--- src/rtl/skf_pkg.sv ---
// Shared widths, constants, state and control types of the scalar Kalman filter.
`timescale 1ns / 1ps
package skf_pkg;

  localparam int VAL_W     = 24;
  localparam int GAIN_W    = 16;
  localparam int MPLR_W    = GAIN_W + 1;
  localparam int PROD_W    = VAL_W + MPLR_W;
  localparam int DIV_STEPS = GAIN_W;
  localparam int DIV_CNT_W = $clog2(DIV_STEPS);
  localparam int MUL_CNT_W = $clog2(MPLR_W);
  localparam int CFG_IDX_W = 2;

  localparam logic [CFG_IDX_W-1:0] CFG_PROCESS_NOISE     = 2'd0;
  localparam logic [CFG_IDX_W-1:0] CFG_MEASUREMENT_NOISE = 2'd1;

  localparam logic [VAL_W-1:0]  PROCESS_NOISE_RST     = 24'd2560;
  localparam logic [VAL_W-1:0]  MEASUREMENT_NOISE_RST = 24'd10240;
  localparam logic [GAIN_W-1:0] GAIN_MAX  = {GAIN_W{1'b1}};
  localparam logic [MPLR_W-1:0] GAIN_ONE  = {1'b1, {GAIN_W{1'b0}}};
  localparam logic [VAL_W-1:0]  VAL_MAX   = {VAL_W{1'b1}};

  typedef enum logic [1:0] {
    ST_IDLE,
    ST_DIV,
    ST_MUL,
    ST_DONE
  } skf_state_t;

  typedef struct packed {
    logic in_ready;
    logic div_start;
    logic mul_start;
    logic update;
    logic out_load;
  } skf_ctl_t;

endpackage

--- src/rtl/skf_div.sv ---
// Restoring divider, one quotient bit per cycle, for the gain P * 2^16 / (P + R).
`timescale 1ns / 1ps
module skf_div import skf_pkg::*; (
  input  logic               clk,
  input  logic               rst_n,
  input  logic               start,
  input  logic [VAL_W-1:0]   num,
  input  logic [VAL_W:0]     den,
  output logic               done,
  output logic [GAIN_W-1:0]  quo
);

  logic                 busy_r, busy_nxt;
  logic                 done_r, done_nxt;
  logic [DIV_CNT_W-1:0] cnt_r, cnt_nxt;
  logic [VAL_W+1:0]     rem_r, rem_nxt;
  logic [VAL_W:0]       den_r, den_nxt;
  logic [GAIN_W-1:0]    quo_r, quo_nxt;
  logic [VAL_W+1:0]     rem_sh;
  logic                 fits;
  logic                 last;

  assign rem_sh = {rem_r[VAL_W:0], 1'b0};
  assign fits   = rem_sh >= {1'b0, den_r};
  assign last   = cnt_r == DIV_CNT_W'(DIV_STEPS - 1);

  always_comb begin
    busy_nxt = busy_r;
    done_nxt = 1'b0;
    cnt_nxt  = cnt_r;
    rem_nxt  = rem_r;
    den_nxt  = den_r;
    quo_nxt  = quo_r;
    if (start) begin
      busy_nxt = 1'b1;
      cnt_nxt  = '0;
      rem_nxt  = {2'b00, num};
      den_nxt  = den;
      quo_nxt  = '0;
    end else if (busy_r) begin
      // shift in one quotient bit, subtract when the divisor fits
      rem_nxt = fits ? rem_sh - {1'b0, den_r} : rem_sh;
      quo_nxt = {quo_r[GAIN_W-2:0], fits};
      cnt_nxt = cnt_r + 1'b1;
      if (last) begin
        busy_nxt = 1'b0;
        done_nxt = 1'b1;
      end
    end
  end

  always_ff @(posedge clk) begin
    if (!rst_n) begin
      busy_r <= 1'b0;
      done_r <= 1'b0;
      cnt_r  <= '0;
    end else begin
      busy_r <= busy_nxt;
      done_r <= done_nxt;
      cnt_r  <= cnt_nxt;
    end
  end

  always_ff @(posedge clk) begin
    rem_r <= rem_nxt;
    den_r <= den_nxt;
    quo_r <= quo_nxt;
  end

  assign done = done_r;
  assign quo  = quo_r;

endmodule

--- src/rtl/skf_mul.sv ---
// Shift-add multiplier, one multiplier bit per cycle, 24-bit multiplicand.
`timescale 1ns / 1ps
module skf_mul import skf_pkg::*; (
  input  logic              clk,
  input  logic              rst_n,
  input  logic              start,
  input  logic [VAL_W-1:0]  mcand,
  input  logic [MPLR_W-1:0] mplier,
  output logic              done,
  output logic [PROD_W-1:0] prod
);

  logic                 busy_r, busy_nxt;
  logic                 done_r, done_nxt;
  logic [MUL_CNT_W-1:0] cnt_r, cnt_nxt;
  logic [VAL_W-1:0]     mcand_r, mcand_nxt;
  logic [VAL_W-1:0]     hi_r, hi_nxt;
  logic [MPLR_W-1:0]    lo_r, lo_nxt;
  logic [VAL_W:0]       sum;
  logic                 last;

  assign sum  = lo_r[0] ? {1'b0, hi_r} + {1'b0, mcand_r} : {1'b0, hi_r};
  assign last = cnt_r == MUL_CNT_W'(MPLR_W - 1);

  always_comb begin
    busy_nxt  = busy_r;
    done_nxt  = 1'b0;
    cnt_nxt   = cnt_r;
    mcand_nxt = mcand_r;
    hi_nxt    = hi_r;
    lo_nxt    = lo_r;
    if (start) begin
      busy_nxt  = 1'b1;
      cnt_nxt   = '0;
      mcand_nxt = mcand;
      hi_nxt    = '0;
      lo_nxt    = mplier;
    end else if (busy_r) begin
      // add on a set bit, then shift the partial product right
      hi_nxt  = sum[VAL_W:1];
      lo_nxt  = {sum[0], lo_r[MPLR_W-1:1]};
      cnt_nxt = cnt_r + 1'b1;
      if (last) begin
        busy_nxt = 1'b0;
        done_nxt = 1'b1;
      end
    end
  end

  always_ff @(posedge clk) begin
    if (!rst_n) begin
      busy_r <= 1'b0;
      done_r <= 1'b0;
      cnt_r  <= '0;
    end else begin
      busy_r <= busy_nxt;
      done_r <= done_nxt;
      cnt_r  <= cnt_nxt;
    end
  end

  always_ff @(posedge clk) begin
    mcand_r <= mcand_nxt;
    hi_r    <= hi_nxt;
    lo_r    <= lo_nxt;
  end

  assign done = done_r;
  assign prod = {hi_r, lo_r};

endmodule

--- src/rtl/scalar_kalman_filter_top.sv ---
// Scalar Kalman filter: each accepted sample passes through the divider start, the serial
// gain divider (one quotient bit per step), the multiplier start and the two serial
// multipliers (one bit per step) that run side by side for the estimate step and the variance
// update, then the state update and the load of the output register. The block works on one
// sample at a time and turns ready for the next as its result is loaded into the output
// register. A finished result waits in the output register while the next sample is already
// accepted; a second finished result stalls the input until the first is taken.
// Configuration writes are taken in any cycle; write them only while no sample is in flight.
// Writes to unknown indexes are dropped.
`timescale 1ns / 1ps
module scalar_kalman_filter_top import skf_pkg::*; (
  input  logic                 clk,
  input  logic                 rst_n,
  input  logic                 in_valid,
  output logic                 in_ready,
  input  logic [VAL_W-1:0]     in_sample,
  output logic                 out_valid,
  input  logic                 out_ready,
  output logic [VAL_W-1:0]     out_estimate,
  output logic [GAIN_W-1:0]    out_gain,
  input  logic                 cfg_valid,
  output logic                 cfg_ready,
  input  logic [CFG_IDX_W-1:0] cfg_index,
  input  logic [VAL_W-1:0]     cfg_data
);

  skf_state_t state_r, state_nxt;
  skf_ctl_t   ctl;

  logic [VAL_W-1:0]  q_r, q_nxt;
  logic [VAL_W-1:0]  r_r, r_nxt;
  logic [VAL_W-1:0]  est_r, est_nxt;
  logic [VAL_W-1:0]  var_r, var_nxt;
  logic [VAL_W-1:0]  dmag_r, dmag_nxt;
  logic              dneg_r, dneg_nxt;
  logic [GAIN_W-1:0] k_r, k_nxt;
  logic              out_valid_r, out_valid_nxt;
  logic [VAL_W-1:0]  out_est_r, out_est_nxt;
  logic [GAIN_W-1:0] out_gain_r, out_gain_nxt;

  logic              div_done;
  logic [GAIN_W-1:0] div_quo;
  logic [VAL_W:0]    den;
  logic [GAIN_W-1:0] k_sel;
  logic              mul_a_done, mul_b_done, mul_done;
  logic [PROD_W-1:0] prod_a, prod_b;
  logic [VAL_W-1:0]  step;
  logic [VAL_W:0]    pv;
  logic              out_free;

  assign den      = {1'b0, var_r} + {1'b0, r_r};
  assign out_free = !out_valid_r || out_ready;
  assign mul_done = mul_a_done & mul_b_done;

  // zero denominator gives zero gain; R of zero gives unit gain, held just below one
  always_comb begin
    if (var_r == '0) begin
      k_sel = '0;
    end else if (r_r == '0) begin
      k_sel = GAIN_MAX;
    end else begin
      k_sel = div_quo;
    end
  end

  skf_div u_div (
    .clk   (clk),
    .rst_n (rst_n),
    .start (ctl.div_start),
    .num   (var_r),
    .den   (den),
    .done  (div_done),
    .quo   (div_quo)
  );

  skf_mul u_mul_step (
    .clk    (clk),
    .rst_n  (rst_n),
    .start  (ctl.mul_start),
    .mcand  (dmag_r),
    .mplier ({1'b0, k_sel}),
    .done   (mul_a_done),
    .prod   (prod_a)
  );

  skf_mul u_mul_var (
    .clk    (clk),
    .rst_n  (rst_n),
    .start  (ctl.mul_start),
    .mcand  (var_r),
    .mplier (GAIN_ONE - {1'b0, k_sel}),
    .done   (mul_b_done),
    .prod   (prod_b)
  );

  // next state
  always_comb begin
    state_nxt = state_r;
    case (state_r)
      ST_IDLE: if (in_valid) state_nxt = ST_DIV;
      ST_DIV:  if (div_done) state_nxt = ST_MUL;
      ST_MUL:  if (mul_done) state_nxt = ST_DONE;
      ST_DONE: if (out_free) state_nxt = ST_IDLE;
      default: state_nxt = ST_IDLE;
    endcase
  end

  // control outputs
  always_comb begin
    ctl = '0;
    case (state_r)
      ST_IDLE: begin
        ctl.in_ready  = 1'b1;
        ctl.div_start = in_valid;
      end
      ST_DIV:  ctl.mul_start = div_done;
      ST_MUL:  ctl.update    = mul_done;
      ST_DONE: ctl.out_load  = out_free;
      default: ctl = '0;
    endcase
  end

  assign step = prod_a[VAL_W+GAIN_W-1:GAIN_W];
  assign pv   = {1'b0, prod_b[VAL_W+GAIN_W-1:GAIN_W]} + {1'b0, q_r};

  always_comb begin
    q_nxt         = q_r;
    r_nxt         = r_r;
    est_nxt       = est_r;
    var_nxt       = var_r;
    dmag_nxt      = dmag_r;
    dneg_nxt      = dneg_r;
    k_nxt         = k_r;
    out_valid_nxt = out_valid_r;
    out_est_nxt   = out_est_r;
    out_gain_nxt  = out_gain_r;

    if (cfg_valid) begin
      case (cfg_index)
        CFG_PROCESS_NOISE:     q_nxt = cfg_data;
        CFG_MEASUREMENT_NOISE: r_nxt = cfg_data;
        default: ;
      endcase
    end

    if (ctl.div_start) begin
      dneg_nxt = in_sample < est_r;
      dmag_nxt = (in_sample < est_r) ? est_r - in_sample : in_sample - est_r;
    end

    if (ctl.mul_start) k_nxt = k_sel;

    if (ctl.update) begin
      est_nxt = dneg_r ? est_r - step : est_r + step;
      var_nxt = pv[VAL_W] ? VAL_MAX : pv[VAL_W-1:0];
    end

    if (out_valid_r && out_ready) out_valid_nxt = 1'b0;
    if (ctl.out_load) begin
      out_valid_nxt = 1'b1;
      out_est_nxt   = est_r;
      out_gain_nxt  = k_r;
    end
  end

  always_ff @(posedge clk) begin
    if (!rst_n) begin
      state_r     <= ST_IDLE;
      q_r         <= PROCESS_NOISE_RST;
      r_r         <= MEASUREMENT_NOISE_RST;
      est_r       <= '0;
      var_r       <= '0;
      out_valid_r <= 1'b0;
    end else begin
      state_r     <= state_nxt;
      q_r         <= q_nxt;
      r_r         <= r_nxt;
      est_r       <= est_nxt;
      var_r       <= var_nxt;
      out_valid_r <= out_valid_nxt;
    end
  end

  always_ff @(posedge clk) begin
    dmag_r     <= dmag_nxt;
    dneg_r     <= dneg_nxt;
    k_r        <= k_nxt;
    out_est_r  <= out_est_nxt;
    out_gain_r <= out_gain_nxt;
  end

  assign in_ready     = ctl.in_ready;
  assign cfg_ready    = 1'b1;
  assign out_valid    = out_valid_r;
  assign out_estimate = out_est_r;
  assign out_gain     = out_gain_r;

endmodule

--- config.mk ---
export PLATFORM = sky130hd
export DESIGN_NAME = scalar_kalman_filter_top
export DESIGN_NICKNAME = d
export VERILOG_FILES = /design/src/rtl/skf_pkg.sv /design/src/rtl/skf_div.sv /design/src/rtl/skf_mul.sv /design/src/rtl/scalar_kalman_filter_top.sv
export SDC_FILE = /design/constraint.sdc
export NUM_CORES = 1
export LEC_CHECK = 0
export ABC_CLOCK_PERIOD_IN_PS = 3500
export CAP_MARGIN = 20
export CORE_UTILIZATION = 59
export CTS_BUF_LIST = sky130_fd_sc_hd__clkbuf_16
export DETAILED_ROUTE_END_ITERATION = 10
export DONT_BUFFER_PORTS = 1
export HOLD_SLACK_MARGIN = 0.05
export PLACE_DENSITY = 0.78
export RECOVER_POWER = 25
export SYNTH_ARGS = -nofsm -noshare
export SYNTH_HDL_FRONTEND = slang
export SYNTH_SLANG_ARGS = --single-unit
--- constraint.sdc ---
create_clock -name clk -period 3.5 [get_ports clk]
set_input_delay 0.525 -clock clk [delete_from_list [all_inputs] [get_ports clk]]
set_output_delay 0.525 -clock clk [all_outputs]
set_load 0.005 [all_outputs]
### Yosys cells after proc, flatten, opt, wreduce, memory -nomap -nowiden

Index checks and enable logic that the tools add are counted.
Widths: inputs -> output; s select.

* add/sub/neg operators: 13
* order comparisons: 2
* equality and inequality tests: 11
* mux-type cells: 37
* bitwise operators: 5
* reduce and logical (&&, ||, !) cells: 19

Operators by type and width (count)
* $mux 24: 5
* $add 24x24->25: 4
* $mux 25: 3
* $sub 24x24->24: 3
* $mux 16: 4
* $logic_not 24->1: 2
* $mux 17: 2
* $ge 26x25->1: 1
* $sub 25x25->25: 1
* $add 24x24->24: 1
* $lt 24x24->1: 1
* $mux 1: 17
* $sub 17x16->17 const A: 1
* $add 5x1->5 const B: 2
* $eq 5x5->1 const B: 2
* $mux 2: 5
* $reduce_or 3->1: 3
* $pmux 2 s4: 1
* $reduce_bool 2->1: 4
* $ne 2x2->1 const B: 3
* $add 4x1->4 const B: 1
* $eq 2x1->1 const B: 2
* $eq 2x2->1 const B: 2
* $eq 4x4->1 const B: 1
* 10 further kinds: 16

* flip-flop bits (word level): 396
* input port bits: 55
* output and inout bits: 43
* word-level logic and storage cells: 118

### Depth between registers and ports, before layout

* word-level depth: 5
* depth in mapped cells: 17
* gate-level depth less buffers: 17

### Hierarchy

From an unflattened synthesis, not the netlist that was laid out.

* cells, all modules: 2749
* area, all modules: 25365.6 µm²

Modules (own cells, without submodules)
* scalar_kalman_filter_top: instances 1, cells each 1517, area each 13033.8 µm², sequential area each 4414.2 µm²
* skf_mul: instances 2, cells each 402, area each 4047.6 µm², sequential area each 1851.8 µm²
* skf_div: instances 1, cells each 428, area each 4236.6 µm², sequential area each 1931.9 µm²

### Worst setup path after synthesis

Ideal clock, no wire load.

* path kind: flip-flop to flip-flop
* from: register state_r[1]
* to: register k_r[0], enable pin
* library setup time: 453 ps
* arrival: 3145 ps
* required time: 3047 ps
* slack: -98 ps
* cell stages (with the launch flop): 8
* path buffers: 3
* clock period less this slack: 3598 ps
* cell sequence: dfxtp_1 inv_1 ha_1 nand2_1 clkbuf_1 inv_1 clkbuf_1 clkbuf_1

RTL lines
* start, declared: RTL line scalar_kalman_filter_top.sv:27 `skf_state_t state_r, state_nxt;`
* start signal, assigned: RTL line scalar_kalman_filter_top.sv:175 `state_r <= state_nxt;`
* end signal, assigned: RTL line scalar_kalman_filter_top.sv:187 `k_r <= k_nxt;`
* end, declared: RTL line scalar_kalman_filter_top.sv:36 `logic [GAIN_W-1:0] k_r, k_nxt;`

### Worst setup path after layout

* from: register u_mul_step.hi_r[5]
* to: register est_r[23]

* longest elaborated chain between the ends: 2
* elaborated cells on any way between the ends: 3
* classes of those cells: add/sub (2); mux (1)

RTL lines
* start, declared: RTL line skf_mul.sv:17 `logic [VAL_W-1:0] hi_r, hi_nxt;`
* start signal, assigned: RTL line skf_mul.sv:64 `hi_r <= hi_nxt;`
* $add 24x24->24 or $sub 24x24->24 (tied branches): RTL line scalar_kalman_filter_top.sv:154 `est_nxt = dneg_r ? est_r - step : est_r + step;`
* $mux 24 *: RTL line scalar_kalman_filter_top.sv:154
* end signal, assigned: RTL line scalar_kalman_filter_top.sv:178 `est_r <= est_nxt;`
* end, declared: RTL line scalar_kalman_filter_top.sv:32 `logic [VAL_W-1:0] est_r, est_nxt;`

Mark *: on every way between the ends. The rest lies on a longest branch, timed or not.
A chain may end at the register's enable or synchronous reset.

==> impl_metrics.tcl <==
set metrics [dict create \
    setup_violations 0 \
    core_sq_mm 0.0402 \
    overflow 0 \
    finalNonFillerCells 3254 \
    synthesis.nets 2905 \
    max_slew.worst_pin.slew_ps 1010 \
    path_class "flop to flop" \
    async_flop_share 0 \
    endpoint_kind "flop" \
    ant_nets 0 \
    clock_sinks 396 \
    post-route-period-util 0.959 \
    die_y_um 205 \
    avgSynthCellArea_sq_um 9.20 \
    synth-seq-cells 396 \
    final_core_util 0.670 \
    vias_per_cell 6.18 \
    grt_pass1_vias 19000 \
    path_max_fanout 2 \
    syn_area_sq_mm 0.0243 \
    critPathArrivalTime_ps 3850 \
    vias 20100 \
    globalRouteTotalUtil 0.300 \
    synth_ff_type "edfxtp_1" \
    synth_top_family_by_area "compound AO/OA/AOI/OAI gates" \
    grt_max_degree 65 \
    fin_area_sq_mm 0.0269 \
    fin_worst_skew_ps 18.9 \
    relSlewSlack 0.324 \
    ios 98 \
    synth_edf_count 211 \
    place_ws_ps -54.4 \
    drc 0 \
    r2r_setup_slack_ps 140 \
    cts_buffer_depth 3 \
    clk_latency_ps 570 \
    synth-simple-area-share 0.140 \
    hold_path.class "input pin to flop" \
    synth-adder-area-share 0.111 \
    synth.area.mux_share 0.0235 \
    synth_cells 2639 \
    clock.fmax_mhz 298 \
    synth_xor_area_frac 0.0617 \
    area_growth_pct 11.0 \
    grt_pass1_wl_mm 99.5 \
    die_w_um 205 \
    crit_chain "nor3_4 > nand2b_1 > nor3_2 > and3_4 > a21oi_2 > xnor2_1 > ha_1 > a21o_1 > a21o_1 > a211o_1 > a21oi_2 > o31ai_4 > a221oi_2 > xnor2_1 > or3_1 > a21oi_1" \
    antenna_found_initial 1 \
    finalWirelength_mm 63.4 \
    drive_gt1_frac 0.0740 \
    placed_cell_area_sq_mm 0.0254 \
    ys_seq_area_frac 0.414 \
    synth-compound-area-share 0.206 \
    drt_iter0_markers 1586 \
    dp_cells 3167 \
    hold_depth 2 \
    hpwlAfterDp_mm 46.1 \
    h-tree-depth 2 \
    required_ps 3990 \
    synthDistinctLibCells 90 \
    routabilityCongestion 0.961 \
    ys_warn_count 0 \
    startpoint_type "flop" \
    rsz0062_at_grt "yes" \
    routedWlPerCell_um 19.5 \
    period_needed_ps 3360 \
    max_stage_delay_ps 340 \
    slew_violations 0 \
    rows 73 \
    maxCapViolations 0 \
    diodes 0 \
    outcome "completed" \
    p_leak_nw 11.1 \
    power.total_mw 15.7 \
    portBuffers 0 \
    irDropWorstVdd_mv 0.344 \
    cts_tree "yes" \
    clock-root-buffer "clkbuf_16" \
    worstRegToRegCells 16 \
    start_util 0.604 \
    slowest_stage "dfxtp_2" \
    layout.nets 2961 \
    layout_setup_ws_ps 143 \
    drt_pre_antenna_iters 5 \
    cts_made_buffers 44 \
    finalHoldViolCount 0 \
    fp.dieArea_sq_mm 0.0420 \
    power_density_mw_per_mm2 581 \
    clk_pin_slew_ps 60 \
]
cell usage after synthesis, types with 15 or more instances:
| master | n | area, sq um |
|---|---|---|
| inv_1 | 169 | 634 |
| a21oi_1 | 266 | 1330 |
| or3_1 | 18 | 113 |
| and3_1 | 18 | 113 |
| nor3_1 | 34 | 170 |
| o221a_1 | 24 | 270 |
| nor2_1 | 218 | 818 |
| nand2b_1 | 24 | 150 |
| dfxtp_1 | 185 | 3700 |
| a31oi_1 | 34 | 213 |
| a211oi_1 | 46 | 345 |
| clkbuf_1 | 74 | 278 |
| xor2_1 | 49 | 429 |
| nand3_1 | 43 | 215 |
| nor2b_1 | 28 | 175 |
| o21bai_1 | 26 | 195 |
| o21a_1 | 31 | 233 |
| nand4_1 | 24 | 150 |
| edfxtp_1 | 211 | 6340 |
| nand2_1 | 274 | 1030 |
| xnor2_1 | 122 | 1070 |
| nor4_1 | 22 | 138 |
| o211ai_1 | 15 | 113 |
| a21o_1 | 65 | 488 |
| o21ai_0 | 168 | 841 |
| mux2i_1 | 57 | 571 |
| ha_1 | 203 | 2540 |
placed cells by master, fill, tap and decap left out, types with 57 or more instances in the layout:
cell type,n
nand2_1,272
a21oi_1,263
nor2_1,218
edfxtp_1,211
ha_1,201
dfxtp_1,183
inv_1,178
o21ai_0,167
xnor2_1,122
buf_4,86
a21o_1,65
mux2i_1,57
final timing paths:
kind                                    from                          endpoint
min                             cfg_data[11]              r_r[11]$_SDFFE_PN1P_
max          u_mul_step.hi_r[5]$_SDFFE_PP0P_            est_r[23]$_SDFFE_PN0P_
max reg2reg  u_mul_step.hi_r[5]$_SDFFE_PP0P_            est_r[23]$_SDFFE_PN0P_
min reg2reg             dmag_r[23]$_DFFE_PP_  u_mul_step.mcand_r[23]$_DFFE_PP_
cell type report:
class	instances	area [sq um]
Clock inverter	31	236
Clock buffer	49	1230
Multi-Input combinational cell	1971	13300
Tap cell	525	657
Inverter	171	643
Timing Repair Buffer	111	843
Sequential cell	396	10000
Fill cell	3160	13200
state kept, by name, indices dropped and copies added, names as in the netlist, 5 cells and up:
signal              cells
u_mul_step.hi_r        24
u_div.den_r            25
est_r                  24
u_div.quo              16
out_gain               16
u_mul_step.lo_r        17
out_estimate           24
k_r                    16
dmag_r                 24
u_mul_var.lo_r         17
q_r                    24
u_mul_step.mcand_r     24
u_mul_var.mcand_r      24
u_div.rem_r            25
u_mul_var.hi_r         24
u_mul_var.cnt_r         5
r_r                    24
u_mul_step.cnt_r        5
var_r                  24
worst max-delay path: cells and delay by family (launching register included):
family / cells / cell delay, ps
AO/OA/AOI/OAI: 8 / 1420
XOR/XNOR: 2 / 260
flip-flops: 1 / 340
AND/OR/NAND/NOR: 5 / 990
adder cells (fa/ha/maj): 1 / 290
power by group:
part | total (mW) | leakage, nW | switching, mW | internal [mW]
Sequential | 5.91 | 3.41 | 0.338 | 5.57
Combinational | 5.01 | 6.94 | 2.95 | 2.06
Clock | 4.73 | 0.764 | 1.93 | 2.80
Total | 15.7 | 11.1 | 5.22 | 10.4
per-layer routing:
metal,global-route usage,vias to the layer above,share of wire
li1,-,9636,-
met1,0.431,9494,0.45
met2,0.453,832,0.43
met3,0.0506,139,0.087
met4,0.109,0,0.030
met5,0,-,0
cells by family (layout without fill, tap and decap cells):
| logic type | Yosys count | count (layout) |
|---|---|---|
| compound gates | 789 | 789 |
| simple gates | 742 | 742 |
| buf+inv | 272 | 362 |
| mux | 57 | 57 |
| xor+xnor | 171 | 171 |
| fa+ha+maj | 211 | 211 |
| other cells | 1 | 1 |
| flops | 396 | 396 |
metrics by stage:
| step | hold WS, ps | setup TNS (ps) |
|---|---|---|
| 2_1_floorplan | 400 | 0 |
| 3_3_place_gp | 402 | 0 |
| 3_5_place_dp | 405 | -72.7 |
| 4_1_cts | 57.1 | 0 |
| 5_1_grt | 79.7 | -59.4 |
| 6_report | 82.5 | 0 |
repair_timing:
action                                 in CTS  in global routing
pin swaps                                   0                  6
gates resized for setup                     4                 22
buffers inserted                            0                  5
endpoints found under the hold margin       4                  0
hold buffers                                1                  0
setup endpoints to repair                   2                 13
Power figures use the tool's default switching activity.
